[config.mk]
export PLATFORM = sky130hd
export DESIGN_NAME = url_percent_decoder
export DESIGN_NICKNAME = d
export VERILOG_FILES = /design/src/rtl/pdec_pkg.sv /design/src/rtl/pdec_front.sv /design/src/rtl/pdec_queue.sv /design/src/rtl/pdec_back.sv /design/src/rtl/url_percent_decoder.sv
export SDC_FILE = /design/constraint.sdc
export NUM_CORES = 1
export LEC_CHECK = 0
export BUFFER_PORTS_ARGS = -buffer_cell sky130_fd_sc_hd__clkbuf_2
export CAP_MARGIN = 20
export CELL_PAD_IN_SITES_DETAIL_PLACEMENT = 0
export CELL_PAD_IN_SITES_GLOBAL_PLACEMENT = 2
export CORE_MARGIN = 3
export CORE_UTILIZATION = 39
export DETAILED_ROUTE_END_ITERATION = 10
export PLACE_DENSITY_LB_ADDON = 0.05
export SLEW_MARGIN = 20
export SYNTH_ARGS = -nofsm -noshare
export SYNTH_HDL_FRONTEND = slang
export SYNTH_SLANG_ARGS = --single-unit
[constraint.sdc]
create_clock -name clk -period 4.9 [get_ports clk]
set_clock_uncertainty 0.05 [all_clocks]
set_input_delay 0.98 -clock clk [delete_from_list [all_inputs] [get_ports clk]]
set_output_delay 0.98 -clock clk [all_outputs]
set_load 0.005 [all_outputs]
[src/rtl/pdec_pkg.sv]
// Shared types, constants and character helpers for the percent decoder.
`timescale 1ns / 1ps
`default_nettype none
package pdec_pkg;

  localparam int INDEX_W = 16;
  localparam int CFG_W   = 16;
  localparam int CMP_W   = (INDEX_W > CFG_W) ? INDEX_W : CFG_W;

  localparam int QUEUE_DEPTH = 4;
  localparam int QPTR_W      = $clog2(QUEUE_DEPTH);
  localparam int QCNT_W      = $clog2(QUEUE_DEPTH + 1);

  localparam logic [CFG_W-1:0]   MAX_RESET = {CFG_W{1'b1}};
  localparam logic [INDEX_W-1:0] INDEX_MAX = {INDEX_W{1'b1}};

  localparam logic [7:0] CH_PERCENT = 8'h25;
  localparam logic [7:0] CH_SLASH   = 8'h2F;
  localparam logic [7:0] SLASH_CODE = 8'h01;
  localparam logic [7:0] CH_ZERO    = 8'h30;
  localparam logic [7:0] CH_NINE    = 8'h39;
  localparam logic [7:0] CH_LOW_A   = 8'h61;
  localparam logic [7:0] CH_LOW_F   = 8'h66;
  localparam logic [7:0] CH_UP_A    = 8'h41;
  localparam logic [7:0] CH_UP_F    = 8'h46;

  localparam logic [1:0] PEND_NONE    = 2'd0;
  localparam logic [1:0] PEND_PERCENT = 2'd1;
  localparam logic [1:0] PEND_DIGIT   = 2'd2;

  typedef struct packed {
    logic [7:0] in_byte;
    logic       in_last;
  } in_item_t;

  typedef struct packed {
    logic [7:0] out_byte;
    logic       out_valid;
    logic       out_last;
  } res_item_t;

  // One accepted input's worth of results: cnt of 1 to 3 bytes.
  typedef struct packed {
    logic [2:0][7:0] bytes;
    logic [1:0]      cnt;
    logic            mark;
    logic            last;
  } req_t;

  typedef struct packed {
    logic push;
    req_t req;
  } push_t;

  function automatic logic is_digit(input logic [7:0] c);
    return (c >= CH_ZERO) && (c <= CH_NINE);
  endfunction

  function automatic logic is_hex(input logic [7:0] c);
    return is_digit(c) || ((c >= CH_LOW_A) && (c <= CH_LOW_F)) ||
           ((c >= CH_UP_A) && (c <= CH_UP_F));
  endfunction

  function automatic logic [3:0] hex_val(input logic [7:0] c);
    logic [3:0] v;
    if (is_digit(c)) begin
      v = c[3:0];
    end else begin
      v = c[3:0] + 4'd9;
    end
    return v;
  endfunction

endpackage
`default_nettype wire

[src/rtl/pdec_front.sv]
// Front end: accepts input bytes, tracks escapes and the index, builds requests.
`timescale 1ns / 1ps
`default_nettype none
module pdec_front
  import pdec_pkg::*;
(
  input  wire logic             clk,
  input  wire logic             rst,
  input  wire logic             in_valid,
  input  wire logic             full,
  input  wire in_item_t         in_item,
  input  wire logic             cfg_valid,
  input  wire logic [CFG_W-1:0] cfg_data,
  output push_t                 push_out
);

  logic [1:0]         pend;
  logic [1:0]         pend_next;
  logic [7:0]         digit;
  logic [7:0]         digit_next;
  logic               sec_below;
  logic               sec_below_next;
  logic [INDEX_W-1:0] index;
  logic [INDEX_W-1:0] index_next;
  logic [CFG_W-1:0]   max_bytes;

  logic            accept;
  logic            below;
  logic            hex;
  logic            restart;
  logic [7:0]      b;
  logic [7:0]      decoded;
  logic [2:0][7:0] obuf;
  logic [1:0]      n;
  logic            mark;

  assign accept  = in_valid && !full;
  assign b       = in_item.in_byte;
  assign hex     = is_hex(b);
  assign below   = CMP_W'(index) < CMP_W'(max_bytes);
  assign decoded = ({hex_val(digit), hex_val(b)} == CH_SLASH) ? SLASH_CODE
                 : {hex_val(digit), hex_val(b)};

  always_comb begin
    pend_next      = pend;
    digit_next     = digit;
    sec_below_next = sec_below;
    index_next     = index;
    obuf           = '0;
    n              = 2'd0;
    mark           = 1'b0;
    restart        = 1'b0;
    unique case (pend)
      PEND_PERCENT: begin
        if (hex) begin
          pend_next      = PEND_DIGIT;
          digit_next     = b;
          sec_below_next = below;
        end else begin
          obuf[n]   = CH_PERCENT;
          n         = n + 2'd1;
          pend_next = PEND_NONE;
          restart   = 1'b1;
        end
      end
      PEND_DIGIT: begin
        pend_next = PEND_NONE;
        if (hex) begin
          obuf[n] = decoded;
          n       = n + 2'd1;
        end else begin
          obuf[n] = CH_PERCENT;
          n       = n + 2'd1;
          if (sec_below) begin
            obuf[n] = digit;
            n       = n + 2'd1;
          end
          restart = 1'b1;
        end
      end
      default: begin
        pend_next = PEND_NONE;
        restart   = 1'b1;
      end
    endcase
    if (restart && below) begin
      if (b == CH_PERCENT) begin
        pend_next = PEND_PERCENT;
      end else begin
        obuf[n] = b;
        n       = n + 2'd1;
      end
    end
    if (in_item.in_last) begin
      if (pend_next != PEND_NONE) begin
        obuf[n] = CH_PERCENT;
        n       = n + 2'd1;
      end
      if (pend_next == PEND_DIGIT && sec_below_next) begin
        obuf[n] = digit_next;
        n       = n + 2'd1;
      end
      pend_next = PEND_NONE;
      if (n == 2'd0) begin
        mark = 1'b1;
        n    = 2'd1;
      end
      index_next = '0;
    end else if (index != INDEX_MAX) begin
      index_next = index + INDEX_W'(1);
    end
  end

  always_comb begin
    push_out.push      = accept && (n != 2'd0);
    push_out.req.bytes = obuf;
    push_out.req.cnt   = n;
    push_out.req.mark  = mark;
    push_out.req.last  = in_item.in_last;
  end

  always_ff @(posedge clk) begin
    if (rst) begin
      pend      <= PEND_NONE;
      sec_below <= 1'b0;
      index     <= '0;
      max_bytes <= MAX_RESET;
    end else begin
      if (cfg_valid) begin
        max_bytes <= cfg_data;
      end
      if (accept) begin
        pend      <= pend_next;
        sec_below <= sec_below_next;
        index     <= index_next;
      end
    end
  end

  always_ff @(posedge clk) begin
    if (accept) begin
      digit <= digit_next;
    end
  end

  a_last_clears_index: assert property (@(posedge clk) disable iff (rst)
    accept && in_item.in_last |=> index == '0 && pend == PEND_NONE)
    else $error("index or escape not cleared after last byte");

endmodule
`default_nettype wire

[src/rtl/pdec_queue.sv]
// Short request queue between the front and back ends.
`timescale 1ns / 1ps
`default_nettype none
module pdec_queue
  import pdec_pkg::*;
(
  input  wire logic  clk,
  input  wire logic  rst,
  input  wire push_t push_in,
  input  wire logic  pop,
  output logic       full,
  output logic       empty,
  output req_t       head
);

  req_t              entries [QUEUE_DEPTH];
  logic [QPTR_W-1:0] wr_ptr;
  logic [QPTR_W-1:0] rd_ptr;
  logic [QCNT_W-1:0] count;
  logic              do_push;
  logic              do_pop;

  assign full    = count == QCNT_W'(QUEUE_DEPTH);
  assign empty   = count == '0;
  assign head    = entries[rd_ptr];
  assign do_push = push_in.push && !full;
  assign do_pop  = pop && !empty;

  always_ff @(posedge clk) begin
    if (rst) begin
      wr_ptr <= '0;
      rd_ptr <= '0;
      count  <= '0;
    end else begin
      if (do_push) begin
        wr_ptr <= wr_ptr + QPTR_W'(1);
      end
      if (do_pop) begin
        rd_ptr <= rd_ptr + QPTR_W'(1);
      end
      if (do_push && !do_pop) begin
        count <= count + QCNT_W'(1);
      end else if (do_pop && !do_push) begin
        count <= count - QCNT_W'(1);
      end
    end
  end

  always_ff @(posedge clk) begin
    if (do_push) begin
      entries[wr_ptr] <= push_in.req;
    end
  end

  a_no_push_full: assert property (@(posedge clk) disable iff (rst)
    full |-> !push_in.push)
    else $error("request pushed into full queue");

  a_count_bound: assert property (@(posedge clk) disable iff (rst)
    count <= QCNT_W'(QUEUE_DEPTH))
    else $error("queue count out of range");

  a_no_pop_empty: assert property (@(posedge clk) disable iff (rst)
    empty |-> !pop)
    else $error("pop from empty queue");

endmodule
`default_nettype wire

[src/rtl/pdec_back.sv]
// Back end: unpacks queued requests into single result bytes.
`timescale 1ns / 1ps
`default_nettype none
module pdec_back
  import pdec_pkg::*;
(
  input  wire logic clk,
  input  wire logic rst,
  input  wire logic empty,
  input  wire req_t head,
  input  wire logic res_stall,
  output logic      pop,
  output logic      res_valid,
  output res_item_t res_item
);

  logic [1:0] pos;
  logic       load;
  logic       at_end;
  logic [7:0] sel_byte;

  assign load   = !res_valid || !res_stall;
  assign at_end = pos == (head.cnt - 2'd1);
  assign pop    = load && !empty && at_end;

  always_comb begin
    unique case (pos)
      2'd0:    sel_byte = head.bytes[0];
      2'd1:    sel_byte = head.bytes[1];
      default: sel_byte = head.bytes[2];
    endcase
  end

  always_ff @(posedge clk) begin
    if (rst) begin
      pos       <= 2'd0;
      res_valid <= 1'b0;
    end else if (load) begin
      res_valid <= !empty;
      if (!empty) begin
        pos <= at_end ? 2'd0 : pos + 2'd1;
      end
    end
  end

  always_ff @(posedge clk) begin
    if (load && !empty) begin
      res_item.out_byte  <= sel_byte;
      res_item.out_valid <= !head.mark;
      res_item.out_last  <= head.last && at_end;
    end
  end

  a_pos_in_range: assert property (@(posedge clk) disable iff (rst)
    !empty |-> pos < head.cnt)
    else $error("result position beyond request size");

endmodule
`default_nettype wire

[src/rtl/url_percent_decoder.sv]
// Top level of the streaming URL percent decoder.
//
// Input channel: in_valid / in_stall with in_item (in_byte, in_last), one
// encoded byte per request. Result channel: res_valid / res_stall with
// res_item (out_byte, out_valid, out_last). Configuration: cfg_valid /
// cfg_ready / cfg_data writes max_input_bytes; cfg_ready is always high.
// The first result of an accepted byte goes through the request queue and then
// the result register onto res_item. The input takes one byte per cycle while
// each byte gives at most one result and res_stall is low; a byte that gives
// several results holds the result port until all are out, which the four-entry
// request queue between the front and back ends absorbs. in_stall rises only
// when that queue is full. Reset clears the escape state, the input index and
// the queue, and sets max_input_bytes to 65535. While res_stall is high the
// result register holds, the queue fills, and then in_stall is raised.
`timescale 1ns / 1ps
`default_nettype none
module url_percent_decoder
  import pdec_pkg::*;
(
  input  wire logic             clk,
  input  wire logic             rst,
  input  wire logic             in_valid,
  output logic                  in_stall,
  input  wire in_item_t         in_item,
  output logic                  res_valid,
  input  wire logic             res_stall,
  output res_item_t             res_item,
  input  wire logic             cfg_valid,
  output logic                  cfg_ready,
  input  wire logic [CFG_W-1:0] cfg_data
);

  push_t push_req;
  req_t  head;
  logic  full;
  logic  empty;
  logic  pop;

  assign cfg_ready = 1'b1;
  assign in_stall  = full;

  pdec_front u_front (
    .clk       (clk),
    .rst       (rst),
    .in_valid  (in_valid),
    .full      (full),
    .in_item   (in_item),
    .cfg_valid (cfg_valid && cfg_ready),
    .cfg_data  (cfg_data),
    .push_out  (push_req)
  );

  pdec_queue u_queue (
    .clk     (clk),
    .rst     (rst),
    .push_in (push_req),
    .pop     (pop),
    .full    (full),
    .empty   (empty),
    .head    (head)
  );

  pdec_back u_back (
    .clk       (clk),
    .rst       (rst),
    .empty     (empty),
    .head      (head),
    .res_stall (res_stall),
    .pop       (pop),
    .res_valid (res_valid),
    .res_item  (res_item)
  );

endmodule
`default_nettype wire
==> results of run 1 <==
## worst paths after layout
| kind | start | end | slack (ns) | depth (start not counted) |
|---|---|---|---|---|
| setup / recovery | in_item[2] | u_queue.entries[3][25] | 0.28 | 20 |
| hold / removal | u_back.res_valid | u_back.res_valid | 0.42 | 2 |
| hold reg to reg | u_back.res_valid | u_back.res_valid | 0.42 | 2 |
| setup reg to reg | u_front.index[1] | u_queue.entries[3][25] | 0.78 | 15 |
## sequential cells by signal (all words and copies together) (netlist names), 2 cells and up, named ones only
register and cells:
u_front.pend 2, u_front.max_bytes 16, u_back.pos 2, u_queue.rd_ptr 2, u_back.res_item 10, u_front.digit 8, u_queue.wr_ptr 2, u_queue.count 3
u_front.index 16, u_queue.entries 112
## kinds of logic after synthesis
| logic type | Yosys count |
|---|---|
| muxes | 45 |
| buffers and inverters | 84 |
| DFF | 177 |
| other | 1 |
| adders and majority gates | 42 |
| AOI/OAI and AO/OA | 134 |
| xor gates and xnor gates | 24 |
| and+or+nand+nor | 211 |
## stage by stage
stage	hold slack, ns	setup TNS (ns)	setup slack, ns	total power, µW
detailed placement	0.413	-4.96	-0.136	2840
global route	0.456	0	0.00587	4340
global placement	0.404	-0.0234	-0.00584	2820
CTS	0.424	0	0.311	4190
floorplan	0.393	0	0.0129	2520
finish	0.421	0	0.276	4140
## synthesized netlist by cell type (5+ instances only)
library cell	count	area (µm²)
a21oi_1	28	140
a221o_1	9	90.1
a22o_1	5	43.8
a22oi_1	9	67.6
a2bb2oi_1	6	52.6
and2_1	14	87.6
and3_1	10	62.6
and4_1	5	43.8
clkbuf_1	25	93.8
dfxtp_1	47	941
edfxtp_1	130	3900
ha_1	41	513
inv_1	46	173
mux2i_1	14	140
mux4_2	28	631
nand2_1	67	251
nand2b_1	6	37.5
nand3_1	12	60.1
nand4_1	8	50.1
nor2_1	44	165
nor2b_1	11	68.8
nor3_1	5	25.0
nor4_1	5	31.3
o211ai_1	19	143
o21ai_0	18	90.1
or3_1	6	37.5
xnor2_1	14	123
xor2_1	9	78.8
## worst max-delay path, stage by stage
cell and delay, ns:
clkbuf_2 0.10, inv_1 0.08, ha_1 0.22, or3b_4 0.25, a31oi_4 0.08, or3_1 0.44
a21boi_2 0.21, o21ai_2 0.09, ha_1 0.32, nand3_1 0.09, and2_1 0.15, inv_1 0.05
ha_1 0.29, buf_4 0.15, mux2i_1 0.13, ha_1 0.19, a41oi_1 0.10, o2bb2ai_1 0.29
nand2_1 0.15, a22oi_1 0.38
## power by group
group / switching, µW / internal [µW]
logic: 483 / 382
registers: 79.1 / 1840
clock network: 664 / 693
## layout make-up
| type | count | share of cell area |
|---|---|---|
| repair buffers | 85 | 0.0538 |
| multi-input cells | 457 | 0.359 |
| inverters | 49 | 0.0181 |
| clock inverters | 15 | 0.0174 |
| flip-flops and latches | 177 | 0.476 |
| well taps | 280 | 0.0344 |
| clock buffers | 17 | 0.0418 |
## routing by layer
metal | GRT usage | vias up
met2 | 0.278 | 121
li1 | - | 2811
met3 | 0.0326 | 11
met1 | 0.268 | 2936
met5 | 0 | -
met4 | 0.0409 | 0
==> results.tsv, run 1 <==
stage	metric	value	unit
floorplanning	Die Y-Extent	156	µm
route	initial DRC count	371	
clock_tree	clock buffer count from CTS	17	
route	metal1 wirelength	10.6	mm
route	drt via density	5.44	
floorplanning	Initial Util	0.401	
route	wire length on met2	9.71	mm
final_layout	post-layout util	0.463	
synthesis	multiplexer share of the synthesized area	0.0920	
synthesis	post-synthesis net count	790	
timing	final hold violations	0	
synthesis	#FFs+latches synth	177	
placement	PortBufs	41	
timing	Final min period	4.62	ns
worst_setup_path	Worst setup SP type	input pin	
synthesis	post-synthesis average cell area	12.3	µm²
grt	vias in the first global route	5896	
placement	placed inst area	9580	µm²
worst_setup_path	Crit. End Element	register	
timing	unrepaired setup endpoints after global routing	false	
synthesis	Seq/Total Area, Yosys	0.549	
placement	post-DP HPWL	15.5	mm
pwr	Static Leak	0.00385	µW
synthesis	largest family of logic cells by synthesized area	simple AND/OR/NAND/NOR gates	
synthesis	Post-Synth XOR/XNOR Area	0.0247	
grt	antenna violations before repair	0	
clock_tree	CTS tree	built	
floorplanning	Horiz. Die Dim	156	µm
synthesis	Syn. warnings	0	
route	DR vias	5879	
grt	largest net degree at the start of global routing	32	
floorplanning	Die Area	24500	µm²
grt	total track usage	0.181	
synthesis	synthesized area	8830	µm²
route	post-DR wirelength/cell	19.8	µm
clock_tree	CTS resizes	0	
timing	final period utilization	0.944	
final_layout	NumNets Final	859	
flow_run	MaxCap Viol Count	0	
worst_setup_path	Crit Path Max Fanout	4	
synthesis	Main synth FF type	edfxtp_1	
worst_setup_path	kind of critical path	in -> reg	
min_path	worst hold path type	reg -> reg	
worst_setup_path	Crit path required time	5.04	ns
final_layout	Design Area, Final	10200	µm²
route	Routed WL	21.4	mm
grt	first-pass GRT wire length	33.8	mm
timing	slew at the pin with the worst max-slew slack	0.813	ns
route	met3 routed WL	877	µm
final_layout	fraction of layout cells with a size suffix above 1	0.210	
final_layout	# diodes	0	
synthesis	post-synthesis cell count	718	
route	DRT Pass-1 Iters	5	
clock_tree	CTS H-tree depth	4	
final_layout	area grow syn2layout	15.4	%
route	drc violations	0	
timing	Pins Over Slew Limit	0	
clock_tree	Clock Latency Late Sink	0.43	ns
synthesis	post-synthesis compound-gate area fraction	0.113	
outcome	status	finished, final reports clean	
floorplanning	I/O Pins	43	
floorplanning	row cnt	54	
synthesis	Post-synth ARST share	0	
placement	placed cells	1048	
timing	Worst slew margin	0.451	
synthesis	number of synthesized flops with an enable pin	130	
final_layout	Multi-input gate area	3660	µm²
clock_tree	number of hold buffers added after CTS	0	
pwr	maximum VDD drop	0.206	mV
pwr	pwr dens	406	nW/µm²
final_layout	Layout Cells excl Fill	1080	
clock_tree	clock buffer depth	2	
final_layout	Layout fillers	2007	
worst_setup_path	Worst EP arrival	4.76	ns
final_layout	Reg area	4850	µm²
synthesis	Cell variety after synth	79	
clock_tree	post-CTS setup buffers	0	
route	DR top layer	met4	
clock_tree	Worst-path clk slew	0.08	ns
placement	gpl congestion	0.791	
final_layout	commonest non-fill, non-tap cells in the layout	edfxtp_1 (130), nand2_1 (67), inv_1 (46), dfxtp_1 (46), nor2_1 (44)	
route	Final ANT Viol Nets	0	
clock_tree	clk sinks	177	
grt	total gr overflow	0	
final_layout	most common cell after layout, fill and taps aside	edfxtp_1	
timing	final setup fails	0	
synthesis	adder-cell share of the synthesized area	0.0604	
floorplanning	core area	22000	µm²
timing	fmax	216	MHz
synthesis	Simple-Gate Fraction of Synth Area	0.122	
clock_tree	CTS root buf	clkbuf_16	
Power figures use the tool's default switching activity.
==> run 2, diff against run 1 <==
--- a/config.mk
+++ b/config.mk
@@ -5,14 +5,15 @@
 export SDC_FILE = /design/constraint.sdc
 export NUM_CORES = 1
 export LEC_CHECK = 0
-export BUFFER_PORTS_ARGS = -buffer_cell sky130_fd_sc_hd__clkbuf_2
+export BUFFER_PORTS_ARGS = -buffer_cell sky130_fd_sc_hd__buf_2
 export CAP_MARGIN = 20
 export CELL_PAD_IN_SITES_DETAIL_PLACEMENT = 0
 export CELL_PAD_IN_SITES_GLOBAL_PLACEMENT = 2
 export CORE_MARGIN = 3
-export CORE_UTILIZATION = 39
+export CORE_UTILIZATION = 27
 export DETAILED_ROUTE_END_ITERATION = 10
 export PLACE_DENSITY_LB_ADDON = 0.05
+export REMOVE_ABC_BUFFERS = 1
 export SLEW_MARGIN = 20
 export SYNTH_ARGS = -nofsm -noshare
 export SYNTH_HDL_FRONTEND = slang
==> run 2 against run 1 <==
  * Routed wire length grew 11%
  * Global-route usage decreased by 4.3 points
  * Fmax shrank 0.38%
  * Combinational power up 2.9%
  * Via count is 0.51% lower
  * Clock power decreased by 5%
  * Worst hold slack lost 0.0046 ns
  * Critical endpoint is now u_queue.entries[1][16]
==> results.tsv, run 2 (synthesized netlist as in run 1, its figures left out) <==
stage	metric	value	unit	change
outcome	status	finished, final reports clean		
grt	antenna violations before repair	1		+1
final_layout	fraction of layout cells with a size suffix above 1	0.217		+0.00685
final_layout	Largest regs	u_queue.entries x112, u_front.index x16, u_front.max_bytes x16		
grt	total gr overflow	0		unchanged
pwr	Static Leak	0.00384	µW	-0.16%
worst_setup_path	critical path cell sequence	buf_2 > inv_1 > ha_1 > or3b_1 > a31oi_2 > or3_1 > a21boi_1 > o21ai_2 > ha_1 > nand3_1 > and2_1 > inv_1 > ha_1 > mux2_2 > ha_1 > a21oi_1 > o31ai_2 > buf_4 > o21ai_0 > buf_4		
timing	unrepaired setup endpoints after global routing	false		
placement	post-DP HPWL	17.2	mm	+11%
clock_tree	CTS tree	built		
timing	Worst slew margin	0.457		+0.00649
clock_tree	Worst-path clk slew	0.07	ns	about the same
final_layout	post-layout util	0.326		-0.137
final_layout	Layout Cells excl Fill	1242		+15%
worst_setup_path	slowest CP cell	o21ai_0		
pwr	pwr dens	395	nW/µm²	-2.8%
clock_tree	clock buffer count from CTS	17		unchanged
route	initial DRC count	265		-29%
route	Routed WL	23.7	mm	+11%
route	DR vias	5849		-0.51%
worst_setup_path	Reg2Reg Setup Slack	0.67	ns	-0.11 ns
clock_tree	Clock Latency Late Sink	0.44	ns	about the same
timing	slew at the pin with the worst max-slew slack	0.806	ns	-0.00760 ns
min_path	worst hold path type	reg -> reg		
grt	largest net degree at the start of global routing	32		unchanged
timing	final setup TNS	0	ns	unchanged
route	drt via density	4.71		-13%
final_layout	Multi-input gate area	3660	µm²	about the same
worst_setup_path	kind of critical path	in -> reg		
floorplanning	row cnt	65		+20%
clock_tree	number of hold buffers added after CTS	0		unchanged
final_layout	NumNets Final	866		+0.81%
grt	vias in the first global route	6122		+3.8%
placement	gpl congestion	0.758		-4.1%
route	post-DR wirelength/cell	19.1	µm	-3.4%
placement	placed cells	1210		+15%
worst_setup_path	Crit path required time	5.16	ns	+0.12 ns
final_layout	area grow syn2layout	17.5	%	
grt	total track usage	0.138		-0.0426
placement	PortBufs	41		unchanged
timing	Pins Over Slew Limit	0		unchanged
worst_setup_path	Crit Path Max Fanout	5		+1
floorplanning	Initial Util	0.277		-0.124
grt	first-pass GRT wire length	36.7	mm	+8.6%
route	DRT Pass-1 Iters	5		unchanged
floorplanning	I/O Pins	43		unchanged
worst_setup_path	Worst EP arrival	4.90	ns	+0.14 ns
pwr	maximum VDD drop	0.254	mV	+23%
final_layout	Largest Register	u_queue.entries		
final_layout	commonest non-fill, non-tap cells in the layout	edfxtp_1 (130), nand2_1 (67), buf_4 (51)		
timing	final period utilization	0.947		+0.00357
floorplanning	Die Y-Extent	187	µm	+19%
flow_run	MaxCap Viol Count	0		unchanged
final_layout	Reg area	4850	µm²	unchanged
clock_tree	CTS root buf	clkbuf_16		
floorplanning	core area	31900	µm²	+45%
timing	final setup fails	0		unchanged
final_layout	Layout fillers	3243		+62%
worst_setup_path	Worst setup SP type	input pin		
route	drc violations	0		unchanged
worst_setup_path	slowest stage delay, CP	0.39	ns	-0.05 ns
clock_tree	clock buffer depth	2		unchanged
final_layout	most common cell after layout, fill and taps aside	edfxtp_1		
clock_tree	clk sinks	177		unchanged
timing	fmax	215	MHz	-0.38%
worst_setup_path	crit-path most repeated cell	ha_1		
final_layout	Largest register FFs	112		unchanged
clock_tree	CTS H-tree depth	4		unchanged
pwr	Tot Pwr	4100	µW	-0.94%
worst_setup_path	Crit. End Element	register		
timing	Final min period	4.64	ns	+0.0175 ns
route	Final ANT Viol Nets	0		unchanged
floorplanning	Die Area	34900	µm²	+43%
floorplanning	Horiz. Die Dim	187	µm	+19%
timing	final hold violations	0		unchanged
final_layout	# diodes	0		unchanged
run 2: cell count changes in the layout (fill, tap and decap cells not counted), sizes merged:
cell,change
inv,-2
buf,+48
clkinv,-3
clkbuf,-39
clkinvlp,+3
run 2: cell type report:
class | instances | area share
Timing Repair Buffer | 92 | 0.0567
Tap cell | 435 | 0.0524
Clock inverter | 13 | 0.0121
Clock buffer | 19 | 0.0417
Multi-Input combinational cell | 457 | 0.353
Inverter | 49 | 0.0177
Sequential cell | 177 | 0.467
run 2: layer usage:
metal / track usage / share of wire
met5: 0 / 0
met2: 0.210 / 0.44
met4: 0.0331 / 0.010
met3: 0.0311 / 0.035
met1: 0.201 / 0.52
run 2: report_power, final:
group          leakage (µW)  internal [µW]  switching, µW
registers           0.00163           1840           77.8
logic               0.00196            383            507
clock network      0.000260            668            625
total               0.00384           2890           1210
run 2: final timing paths:
check / end / cells past startpoint / startpoint
worst max-delay path: u_queue.entries[1][16] / 20 / in_item[2]
worst max register to register: u_queue.entries[1][16] / 13 / u_front.index[7]
worst min register to register: u_back.res_valid / 2 / u_back.res_valid
worst min-delay path: u_back.res_valid / 2 / u_back.res_valid
run 2: timing repair:
action,in CTS,in global routing
gates resized for setup,0,5
buffers inserted,0,0
setup endpoints to repair,0,20
run 2: critical path: cells and delay by family:
family	cells	cell delay, ns
compound gates	6	1.14
fa+ha+maj	4	0.98
simple gates	4	0.84
buf+inv	5	0.64
mux	1	0.30
run 2: per-stage QoR:
stage | instance area [µm²] | hold WS [ns] | setup WS (ns)
2_1_floorplan | 8670 | 0.393 | 0.0333
3_3_place_gp | 9800 | 0.405 | -0.284
3_5_place_dp | 9800 | 0.411 | -0.364
4_1_cts | 10400 | 0.420 | 0.0988
5_1_grt | 10400 | 0.455 | 0.0289
6_report | 10400 | 0.416 | 0.258
